<file path="src/arl_pkg.sv">
// Shared types and constants for the array list engine.
// Depends on nothing; imported by array_list_engine and by tb.
package arl_pkg;

  localparam int unsigned CapacityDef = 128;

  localparam logic signed [7:0] NotFound = -8'sd1;

  typedef enum logic [2:0] {
    KindInsert  = 3'd0,
    KindDelete  = 3'd1,
    KindFind    = 3'd2,
    KindGet     = 3'd3,
    KindReplace = 3'd4,
    KindClear   = 3'd5
  } kind_e;

  typedef enum logic [5:0] {
    StIdle     = 6'b000001,
    StShiftUp  = 6'b000010,
    StWriteVal = 6'b000100,
    StShiftDn  = 6'b001000,
    StFind     = 6'b010000,
    StGet      = 6'b100000
  } state_e;

endpackage

</file>
<file path="src/array_list_engine.sv">
// Array list engine: ordered list of 32-bit words in a one-port-read, one-port-write store.
// Depends on arl_pkg for request kinds, state codes and the default capacity.
// Replace, clear and rejected requests finish without entering a work state; get finishes from StGet;
// find scans entries in StFind until a match or the end of the list; insert and delete move one entry
// per cycle through the store's single read and single write port (StShiftUp then StWriteVal, or StShiftDn).
// One item is worked on at a time; the next is taken when the result register is free.
// Reset clears the entry count and the handshake state; the store itself is not cleared.
module array_list_engine #(
  parameter int unsigned Capacity = arl_pkg::CapacityDef
) (
  input  logic               clk_i,
  input  logic               rst_ni,
  input  logic               in_valid_i,
  output logic               in_stall_o,
  input  logic [2:0]         kind_i,
  input  logic [7:0]         position_i,
  input  logic signed [31:0] value_i,
  output logic               out_valid_o,
  input  logic               out_stall_i,
  output logic               status_o,
  output logic signed [7:0]  found_index_o,
  output logic signed [31:0] read_value_o,
  output logic [7:0]         count_o
);
  import arl_pkg::*;

  localparam int unsigned LenW = $clog2(Capacity + 1);
  localparam int unsigned IdxW = (Capacity > 1) ? $clog2(Capacity) : 1;
  localparam int unsigned CmpW = ((LenW > 8) ? LenW : 8) + 1;

  state_e            state_q, state_d;
  logic [LenW-1:0]   len_q, len_d;
  logic [IdxW-1:0]   idx_q, idx_d;
  logic [IdxW-1:0]   pos_q;
  logic [31:0]       val_q;
  logic              out_valid_q;
  logic              status_q;
  logic signed [7:0] found_q;
  logic [31:0]       rdval_q;
  logic [7:0]        count_q;

  logic [31:0]       mem [Capacity];
  logic [31:0]       rdata_q;
  logic              mem_we, mem_re;
  logic [IdxW-1:0]   mem_waddr, mem_raddr;
  logic [31:0]       mem_wdata;

  logic              accept, fin, fin_status;
  logic signed [7:0] fin_found;
  logic [31:0]       fin_rd;

  logic [CmpW-1:0] pos_w, len_w, idx_w, pos_qw, cap_w;
  logic [CmpW-1:0] pos_inc_w, len_inc_w, len_dec_w;
  logic [CmpW-1:0] idx_inc_w, idx_inc2_w, idx_dec_w, idx_dec2_w;

  assign pos_w      = CmpW'(position_i);
  assign len_w      = CmpW'(len_q);
  assign idx_w      = CmpW'(idx_q);
  assign pos_qw     = CmpW'(pos_q);
  assign cap_w      = CmpW'(Capacity);
  assign pos_inc_w  = pos_w + 1'b1;
  assign len_inc_w  = len_w + 1'b1;
  assign len_dec_w  = len_w - 1'b1;
  assign idx_inc_w  = idx_w + 1'b1;
  assign idx_inc2_w = idx_w + 2'd2;
  assign idx_dec_w  = idx_w - 1'b1;
  assign idx_dec2_w = idx_w - 2'd2;

  assign in_stall_o = (state_q != StIdle) || (out_valid_q && out_stall_i);
  assign accept     = in_valid_i && !in_stall_o;

  always_comb begin
    state_d    = state_q;
    len_d      = len_q;
    idx_d      = idx_q;
    mem_we     = 1'b0;
    mem_re     = 1'b0;
    mem_waddr  = idx_q;
    mem_raddr  = idx_q;
    mem_wdata  = rdata_q;
    fin        = 1'b0;
    fin_status = 1'b0;
    fin_found  = NotFound;
    fin_rd     = '0;
    case (state_q)
      StIdle: begin
        if (accept) begin
          case (kind_i)
            KindInsert: begin
              if (len_w < cap_w && pos_w <= len_w) begin
                if (pos_w == len_w) begin
                  mem_we    = 1'b1;
                  mem_waddr = pos_w[IdxW-1:0];
                  mem_wdata = $unsigned(value_i);
                  len_d     = len_inc_w[LenW-1:0];
                  fin       = 1'b1;
                end else begin
                  // Move entries up from the top end, one per cycle.
                  mem_re    = 1'b1;
                  mem_raddr = len_dec_w[IdxW-1:0];
                  idx_d     = len_w[IdxW-1:0];
                  state_d   = StShiftUp;
                end
              end else begin
                fin        = 1'b1;
                fin_status = 1'b1;
              end
            end
            KindDelete: begin
              if (pos_w < len_w) begin
                if (pos_inc_w < len_w) begin
                  mem_re    = 1'b1;
                  mem_raddr = pos_inc_w[IdxW-1:0];
                  idx_d     = pos_w[IdxW-1:0];
                  state_d   = StShiftDn;
                end else begin
                  len_d = len_dec_w[LenW-1:0];
                  fin   = 1'b1;
                end
              end else begin
                fin        = 1'b1;
                fin_status = 1'b1;
              end
            end
            KindFind: begin
              if (len_w != '0) begin
                mem_re    = 1'b1;
                mem_raddr = '0;
                idx_d     = '0;
                state_d   = StFind;
              end else begin
                fin = 1'b1;
              end
            end
            KindGet: begin
              if (pos_w < len_w) begin
                mem_re    = 1'b1;
                mem_raddr = pos_w[IdxW-1:0];
                state_d   = StGet;
              end else begin
                fin        = 1'b1;
                fin_status = 1'b1;
              end
            end
            KindReplace: begin
              if (pos_w < len_w) begin
                mem_we    = 1'b1;
                mem_waddr = pos_w[IdxW-1:0];
                mem_wdata = $unsigned(value_i);
              end else begin
                fin_status = 1'b1;
              end
              fin = 1'b1;
            end
            KindClear: begin
              len_d = '0;
              fin   = 1'b1;
            end
            default: begin
              fin        = 1'b1;
              fin_status = 1'b1;
            end
          endcase
        end
      end
      StShiftUp: begin
        // The read of the next lower entry never hits the entry written now.
        mem_we    = 1'b1;
        mem_waddr = idx_q;
        mem_wdata = rdata_q;
        if (idx_dec_w > pos_qw) begin
          mem_re    = 1'b1;
          mem_raddr = idx_dec2_w[IdxW-1:0];
          idx_d     = idx_dec_w[IdxW-1:0];
        end else begin
          state_d = StWriteVal;
        end
      end
      StWriteVal: begin
        mem_we    = 1'b1;
        mem_waddr = pos_q;
        mem_wdata = val_q;
        len_d     = len_inc_w[LenW-1:0];
        fin       = 1'b1;
        state_d   = StIdle;
      end
      StShiftDn: begin
        mem_we    = 1'b1;
        mem_waddr = idx_q;
        mem_wdata = rdata_q;
        if (idx_inc2_w < len_w) begin
          mem_re    = 1'b1;
          mem_raddr = idx_inc2_w[IdxW-1:0];
          idx_d     = idx_inc_w[IdxW-1:0];
        end else begin
          len_d   = len_dec_w[LenW-1:0];
          fin     = 1'b1;
          state_d = StIdle;
        end
      end
      StFind: begin
        if (rdata_q == val_q) begin
          fin_found = idx_w[7:0];
          fin       = 1'b1;
          state_d   = StIdle;
        end else if (idx_inc_w < len_w) begin
          mem_re    = 1'b1;
          mem_raddr = idx_inc_w[IdxW-1:0];
          idx_d     = idx_inc_w[IdxW-1:0];
        end else begin
          fin     = 1'b1;
          state_d = StIdle;
        end
      end
      StGet: begin
        fin_rd  = rdata_q;
        fin     = 1'b1;
        state_d = StIdle;
      end
      default: begin
        state_d = StIdle;
      end
    endcase
  end

  always_ff @(posedge clk_i) begin
    if (mem_we) begin
      mem[mem_waddr] <= mem_wdata;
    end
    if (mem_re) begin
      rdata_q <= mem[mem_raddr];
    end
  end

  always_ff @(posedge clk_i or negedge rst_ni) begin
    if (!rst_ni) begin
      state_q     <= StIdle;
      len_q       <= '0;
      out_valid_q <= 1'b0;
    end else begin
      state_q <= state_d;
      len_q   <= len_d;
      if (fin) begin
        out_valid_q <= 1'b1;
      end else if (!out_stall_i) begin
        out_valid_q <= 1'b0;
      end
    end
  end

  always_ff @(posedge clk_i) begin
    idx_q <= idx_d;
    if (accept) begin
      pos_q <= pos_w[IdxW-1:0];
      val_q <= $unsigned(value_i);
    end
    if (fin) begin
      status_q <= fin_status;
      found_q  <= fin_found;
      rdval_q  <= fin_rd;
      count_q  <= 8'(CmpW'(len_d));
    end
  end

  assign out_valid_o   = out_valid_q;
  assign status_o      = status_q;
  assign found_index_o = found_q;
  assign read_value_o  = $signed(rdval_q);
  assign count_o       = count_q;

endmodule

</file>
<file path="config.mk">
export PLATFORM = sky130hd
export DESIGN_NAME = array_list_engine
export DESIGN_NICKNAME = d
export VERILOG_FILES = /design/src/arl_pkg.sv /design/src/array_list_engine.sv
export SDC_FILE = /design/constraint.sdc
export NUM_CORES = 2
export LEC_CHECK = 0
export ABC_AREA = 1
export BUFFER_PORTS_ARGS = -buffer_cell sky130_fd_sc_hd__buf_2
export CORE_MARGIN = 2
export CORE_UTILIZATION = 50
export CTS_CLUSTER_DIAMETER = 120
export DETAILED_ROUTE_END_ITERATION = 10
export PLACE_DENSITY = 0.65
export SKIP_LAST_GASP = 1
export SYNTH_ARGS = -nofsm -noshare
export SYNTH_HDL_FRONTEND = slang
export SYNTH_SLANG_ARGS = --single-unit
</file>
<file path="constraint.sdc">
create_clock -name clk_i -period 17.5 [get_ports clk_i]
set_input_delay 2.625 -clock clk_i [delete_from_list [all_inputs] [get_ports clk_i]]
set_output_delay 2.625 -clock clk_i [all_outputs]
set_load 0.02 [all_outputs]
</file>
=== Word-level counts from Yosys, hierarchy flattened ===
Memory sizes are Yosys's and may differ from the RTL's. A register that Yosys moved wholly into a read port is not among the register bits.
Index checks and enable logic that the tools add are counted.

* Register bits after elaboration: 110
* RAM bits: 4096
* Input port bits: 47
* Output and inout port bits: 51
* Logic and storage cells: 161
* Memories kept: 1

* Add/sub/neg operators: 7
* $lt $le $gt $ge: 7
* Equal/unequal tests: 29
* Muxes and demuxes: 90
* Reduce and logical (&&, ||, !) cells: 16

{| class="wikitable"
|+ Memory list
! memory !! words !! bits a word !! rd ports !! clocked after memory_dff !! wr ports !! line !! text
|-
| mem || 128 || 32 || 1 || 1 || 1 || array_list_engine.sv:42 || <nowiki>logic [31:0] mem [Capacity];</nowiki>
|}

{| class="wikitable"
|+ Operator list
! cell !! number
|-
| $mux W7 || 21
|-
| $mux W32 || 4
|-
| $pmux W32 S2 || 2
|-
| $pmux W7 S4 || 3
|-
| $mux W6 || 11
|-
| $mux W8 || 7
|-
| $pmux W6 S4 || 2
|-
| $pmux W8 S3 || 2
|-
| $eq A32 B32 Y1 || 1
|-
| $mux W1 || 28
|-
| $pmux W7 S2 || 2
|-
| $lt A8 B8 Y1 || 3
|-
| $ne A3 B3 Y1 const B || 7
|-
| $pmux W7 S3 || 1
|-
| $pmux W1 S4 || 4
|-
| $reduce_and A11 Y1 || 1
|-
| $ne A2 B2 Y1 const B || 5
|-
| $add A8 B1 Y9 const B || 1
|-
| $gt A9 B7 Y1 || 1
|-
| $lt A9 B8 Y1 || 1
|-
| $reduce_and A9 Y1 || 1
|-
| $reduce_bool A9 Y1 || 1
|-
| $add A7 B1 Y8 const B || 1
|-
| $add A7 B2 Y8 const B || 1
|-
| 30 further kinds || 38
|}

=== Depth between registers and ports, before layout ===
* Depth in word-level cells: 8
* Gate-level depth with buffers: 31
* Mapped depth without buffers: 27

=== Least setup slack after synthesis ===
No wires, ideal clock.

* Kind: input -> register
* Start point: input position_i[0]
* End point: memory mem[0][19] (data pin)
* Library setup time: 1197 ps
* Arrival: 9626 ps
* Data required time: 16303 ps
* Slack: 6677 ps
* Cell stages on the path: 18
* Path buffers: 2
* Cell sequence: inv_1 -> ha_1 -> nand2_1 -> nor2_1 -> nand2_1 -> nor2_1 -> inv_1 -> nor2_1 -> inv_1 -> clkbuf_1 -> o21ai_0 -> inv_1 -> nor2_1 -> inv_1 -> clkbuf_1 -> o21ai_0 -> o21a_1 -> o21ai_0

* Word-level cells in the longest chain between the ends: 6
* Elaborated cells on any way between the ends: 10
* Those cells by class: order compare (2); eq/ne (1); mux (6); reduce/logical (1)

{| class="wikitable"
|+ RTL lines
! what !! line !! text
|-
| from (decl) || array_list_engine.sv:16 || <nowiki>input logic [7:0] position_i,</nowiki>
|-
| $le A8 B8 Y1 / $eq A8 B8 Y1 (equally long branches) || array_list_engine.sv:90, array_list_engine.sv:91 ||
|-
| $logic_and A1 B1 Y1 / $mux W32 (equally long branches) || array_list_engine.sv:90, array_list_engine.sv:91 ||
|-
| $mux W32 || array_list_engine.sv:90 || <nowiki>if (len_w < cap_w && pos_w <= len_w) begin</nowiki>
|-
| $pmux W32 S2 (*) || array_list_engine.sv:88 || <nowiki>case (kind_i)</nowiki>
|-
| $mux W32 (*) || array_list_engine.sv:87 || <nowiki>if (accept) begin</nowiki>
|-
| $pmux W32 S2 (*) || array_list_engine.sv:85 || <nowiki>case (state_q)</nowiki>
|-
| via mem_wdata[19] || array_list_engine.sv:46 || <nowiki>logic [31:0] mem_wdata;</nowiki>
|-
| to (decl) || array_list_engine.sv:42 ||
|}

The timed path passes the listed nets; every way through them passes the cells marked *.

=== Worst setup path in the final report ===
* Start point: input position_i[0]
* End point: register rdata_q[24], read port of mem (data pin)

* Word-level cells in the longest chain between the ends: 7
* Elaborated cells on any way between the ends: 22
* Those cells by class: add/sub (1); order compare (3); eq/ne (1); mux (16); reduce/logical (1)

{| class="wikitable"
|+ RTL lines
! what !! line !! text
|-
| $add A8 B1 Y9 || array_list_engine.sv:61 || <nowiki>assign pos_inc_w = pos_w + 1'b1;</nowiki>
|-
| $lt A9 B8 Y1 || array_list_engine.sv:111 || <nowiki>if (pos_inc_w < len_w) begin</nowiki>
|-
| $mux W7 / $mux W1 (equally long branches) || array_list_engine.sv:111 ||
|-
| $mux W7 / $mux W1 (equally long branches) || array_list_engine.sv:110 || <nowiki>if (pos_w < len_w) begin</nowiki>
|-
| $pmux W7 S4 / $pmux W1 S4 (equally long branches) || array_list_engine.sv:88 ||
|-
| $mux W7 / $mux W1 (equally long branches) || array_list_engine.sv:87 ||
|-
| $pmux W7 S4 / $pmux W1 S4 (equally long branches) || array_list_engine.sv:85 ||
|-
| to (decl) || array_list_engine.sv:43 || <nowiki>logic [31:0] rdata_q;</nowiki>
|}

Several ways; a longest one is shown, not always the timed one.
A chain may end at the register's enable or synchronous reset.

==> flow_summary.yaml <==
routing:
  drt_iter0_drc: 16300
  via_per_inst: 6.22
  ant_nets: 0
  first_pass_iters: 6
  num_vias: 120000
  drc: 0
  wire_per_inst_um: 28.4
  drt-total-wl_mm: 549
placement:
  dpl.hpwl_mm: 291
  pre_cts_ws_ns: 6.61
  portBuffers: 97
  gp_congestion: 0.892
  dp.cells: 18500
layout:
  nets: 14500
  syn_to_final_growth_pct: 10.9
  final_layout_size_suffix_gt1_share_pct: 8.26
  multi_input_area_mm2: 0.0431
  fin_cells: 19300
  fillers: 28100
  seq_area_mm2: 0.127
worst_setup_path:
  reg2reg_depth: 27
  crit_top_cell: "nand3_1"
  reg2reg_setup_slack_ns: 8.28
  setup.worst_path.start_class: "input pin"
  worstPathRequired_ns: 18.32
  cp_slowest_cell: "buf_4"
  r2r-start: "idx_q[5]"
  critPathKind: "input pin to flop"
  critPathMaxStageDelay_ns: 0.87
  endpoint_kind: "flop"
  reg2reg_to: "rdata_q[24]"
  crit_path_start: "position_i[0]"
  cp_max_fo: 90
  crit_arrival_ns: 10.98
sta:
  finalHoldViolCount: 0
  clock_skew_ns: 0.0597
  final_max_slew_viol_count: 0
  rsz0062_at_grt: "no"
  post-route-period-util_pct: 58.1
  finalSetupViolations: 0
  worst_slack_ns: 7.34
  maxSlewHeadroom_pct: 20.6
  worst_pin_slew_ns: 1.19
  finalCriticalPeriod_ns: 10.16
  fmax_mhz: 98.4
  fin_tns_setup_ns: 0
yosys:
  synth_most_common_cell: "nand3_1"
  synth.top_cell.area_share_pct: 72.7
  synth_top_area_cell: "edfxtp_1"
  synth_area_leaders: "edfxtp_1 (73%), nand3_1 (14%), nand2_1 (8.0%)"
  syn_inst: 14600
  netlist_area_mm2: 0.174
  synth_ff_type: "edfxtp_1"
  synth-edff-count: 4223
  ys_ff_latch: 4238
  ys_seq_area_share_pct: 72.9
  synth_common_cells: "nand3_1 (4,796), edfxtp_1 (4,223), nand2_1 (3,696)"
  synth.distinct_cells: 55
  synthArstFlopShare_pct: 0.354
  synth_warnings: 0
  avgSynthCellArea_um2: 12.0
  mappedNetlistNets: 14600
clock_tree:
  cts_buffers: 425
  hold_buffers: 0
  cts_resized: 0
  clock_tree.root_cell: "clkbuf_16"
  post_cts_buffers: 0
  clk_latency_ns: 0.99
  cts_sinks: 4238
  htreeDepth: 5
  cts_buffer_depth: 4
  clk_pin_slew_ns: 0.06
  cts_tree: "built"
outcome:
  outcome: "finished, final reports clean"
floorplanning:
  fp.dieArea_mm2: 0.354
  die_w_um: 595
  io_pins: 98
  initial_core_util_pct: 50.3
  die_h_um: 595
  core_mm2: 0.347
  num_rows: 216
grt:
  antenna_found_initial: 20
  track_usage_pct: 30.3
  first_global_vias: 111000
  grt_pass1_wl_mm: 788
  grt_start_max_net_pins: 185
  globalRoute.totalOverflow: 0
hold_path:
  hold_path_class: "flop to flop"
  holdPathEnd: "out_valid_o"
  min_path_cells: 2
  min_from: "out_valid_o"
job:
  maxCapViolCount: 0
-- placed cells by master, fill, tap and decap left out, types with 7 or more instances in the layout --
cell	n
o221ai_1	19
buf_2	97
a21oi_1	34
buf_4	285
nor3_1	16
o22ai_1	9
inv_1	132
a31oi_1	8
clkinv_2	77
inv_2	22
diode_2	15
edfxtp_1	4223
clkinvlp_4	12
nor2_1	126
bufinv_16	36
clkinv_1	124
o21a_1	12
o211ai_1	17
buf_12	34
clkbuf_16	436
o21ai_4	14
nor2_4	129
nand3_1	4790
o21ai_1	7
o21ai_0	54
clkbuf_1	83
nand2_1	3691
o2111ai_1	10
inv_6	9
dfrtp_1	14
ha_1	45
nand2_2	8
xor2_1	26
xnor2_1	21
nand4_1	13
-- how the worst max path moves through the flow --
stage | end | depth (start not counted)
after global placement | rdata_q[24] | 27
after detailed placement | rdata_q[24] | 27
after global routing | rdata_q[24] | 27
after CTS | rdata_q[24] | 27
after floorplan | mem[0][19] | 18
final | rdata_q[24] | 27
-- metal layers --
metal	vias to the layer above	global-route usage [%]	share of wire, %
li1	52300	-	-
met1	59300	42.1	38
met2	7499	45.5	44
met3	1118	6.90	12
met4	14	14.3	5.3
met5	-	0	0.017
-- through the flow --
step / util (%) / hold slack [ns] / instance area, um^2
after global placement: 51.9 / 0.605 / 180000
final: 55.8 / 0.604 / 194000
after CTS: 55.8 / 0.605 / 193000
after global routing: 55.8 / 0.667 / 193000
after detailed placement: 51.9 / 0.592 / 180000
after floorplan: - / 0.574 / 174000
-- state kept, by name, summed over array words and instances, names as in the netlist --
name	cells
count_o	8
found_index_o	8
idx_q	7
len_q	8
mem	4096
out_valid_o	1
pos_q	7
rdata_q	32
read_value_o	32
state_q	6
status_o	1
val_q	32
-- critical path, delay by kind of cell --
family / cells / cell delay [ns]
simple gates: 19 / 4.57
buf+inv: 5 / 2.72
xor+xnor: 1 / 0.17
compound gates: 1 / 0.34
fa+ha+maj: 1 / 0.25
-- final cells by class --
| type | count | area share [%] |
|---|---|---|
| Antenna cell | 15 | 0.0194 |
| Inverter | 164 | 0.329 |
| Tap cell | 4578 | 2.96 |
| Multi-Input combinational cell | 9129 | 22.3 |
| Clock buffer | 519 | 5.80 |
| Timing Repair Buffer | 416 | 1.71 |
| Clock inverter | 262 | 1.17 |
| Sequential cell | 4238 | 65.7 |
-- cell families after synthesis --
| logic type | count (synthesis) | share of synthesized area, % |
|---|---|---|
| compound gates | 219 | 0.816 |
| simple gates | 8818 | 22.5 |
| fa+ha+maj | 45 | 0.323 |
| buf+inv | 1184 | 3.19 |
| flops | 4238 | 72.9 |
| xor+xnor | 47 | 0.236 |
Power is not shown: default switching activity piles up to over one toggle a cycle in this logic, so the estimate is an artifact.
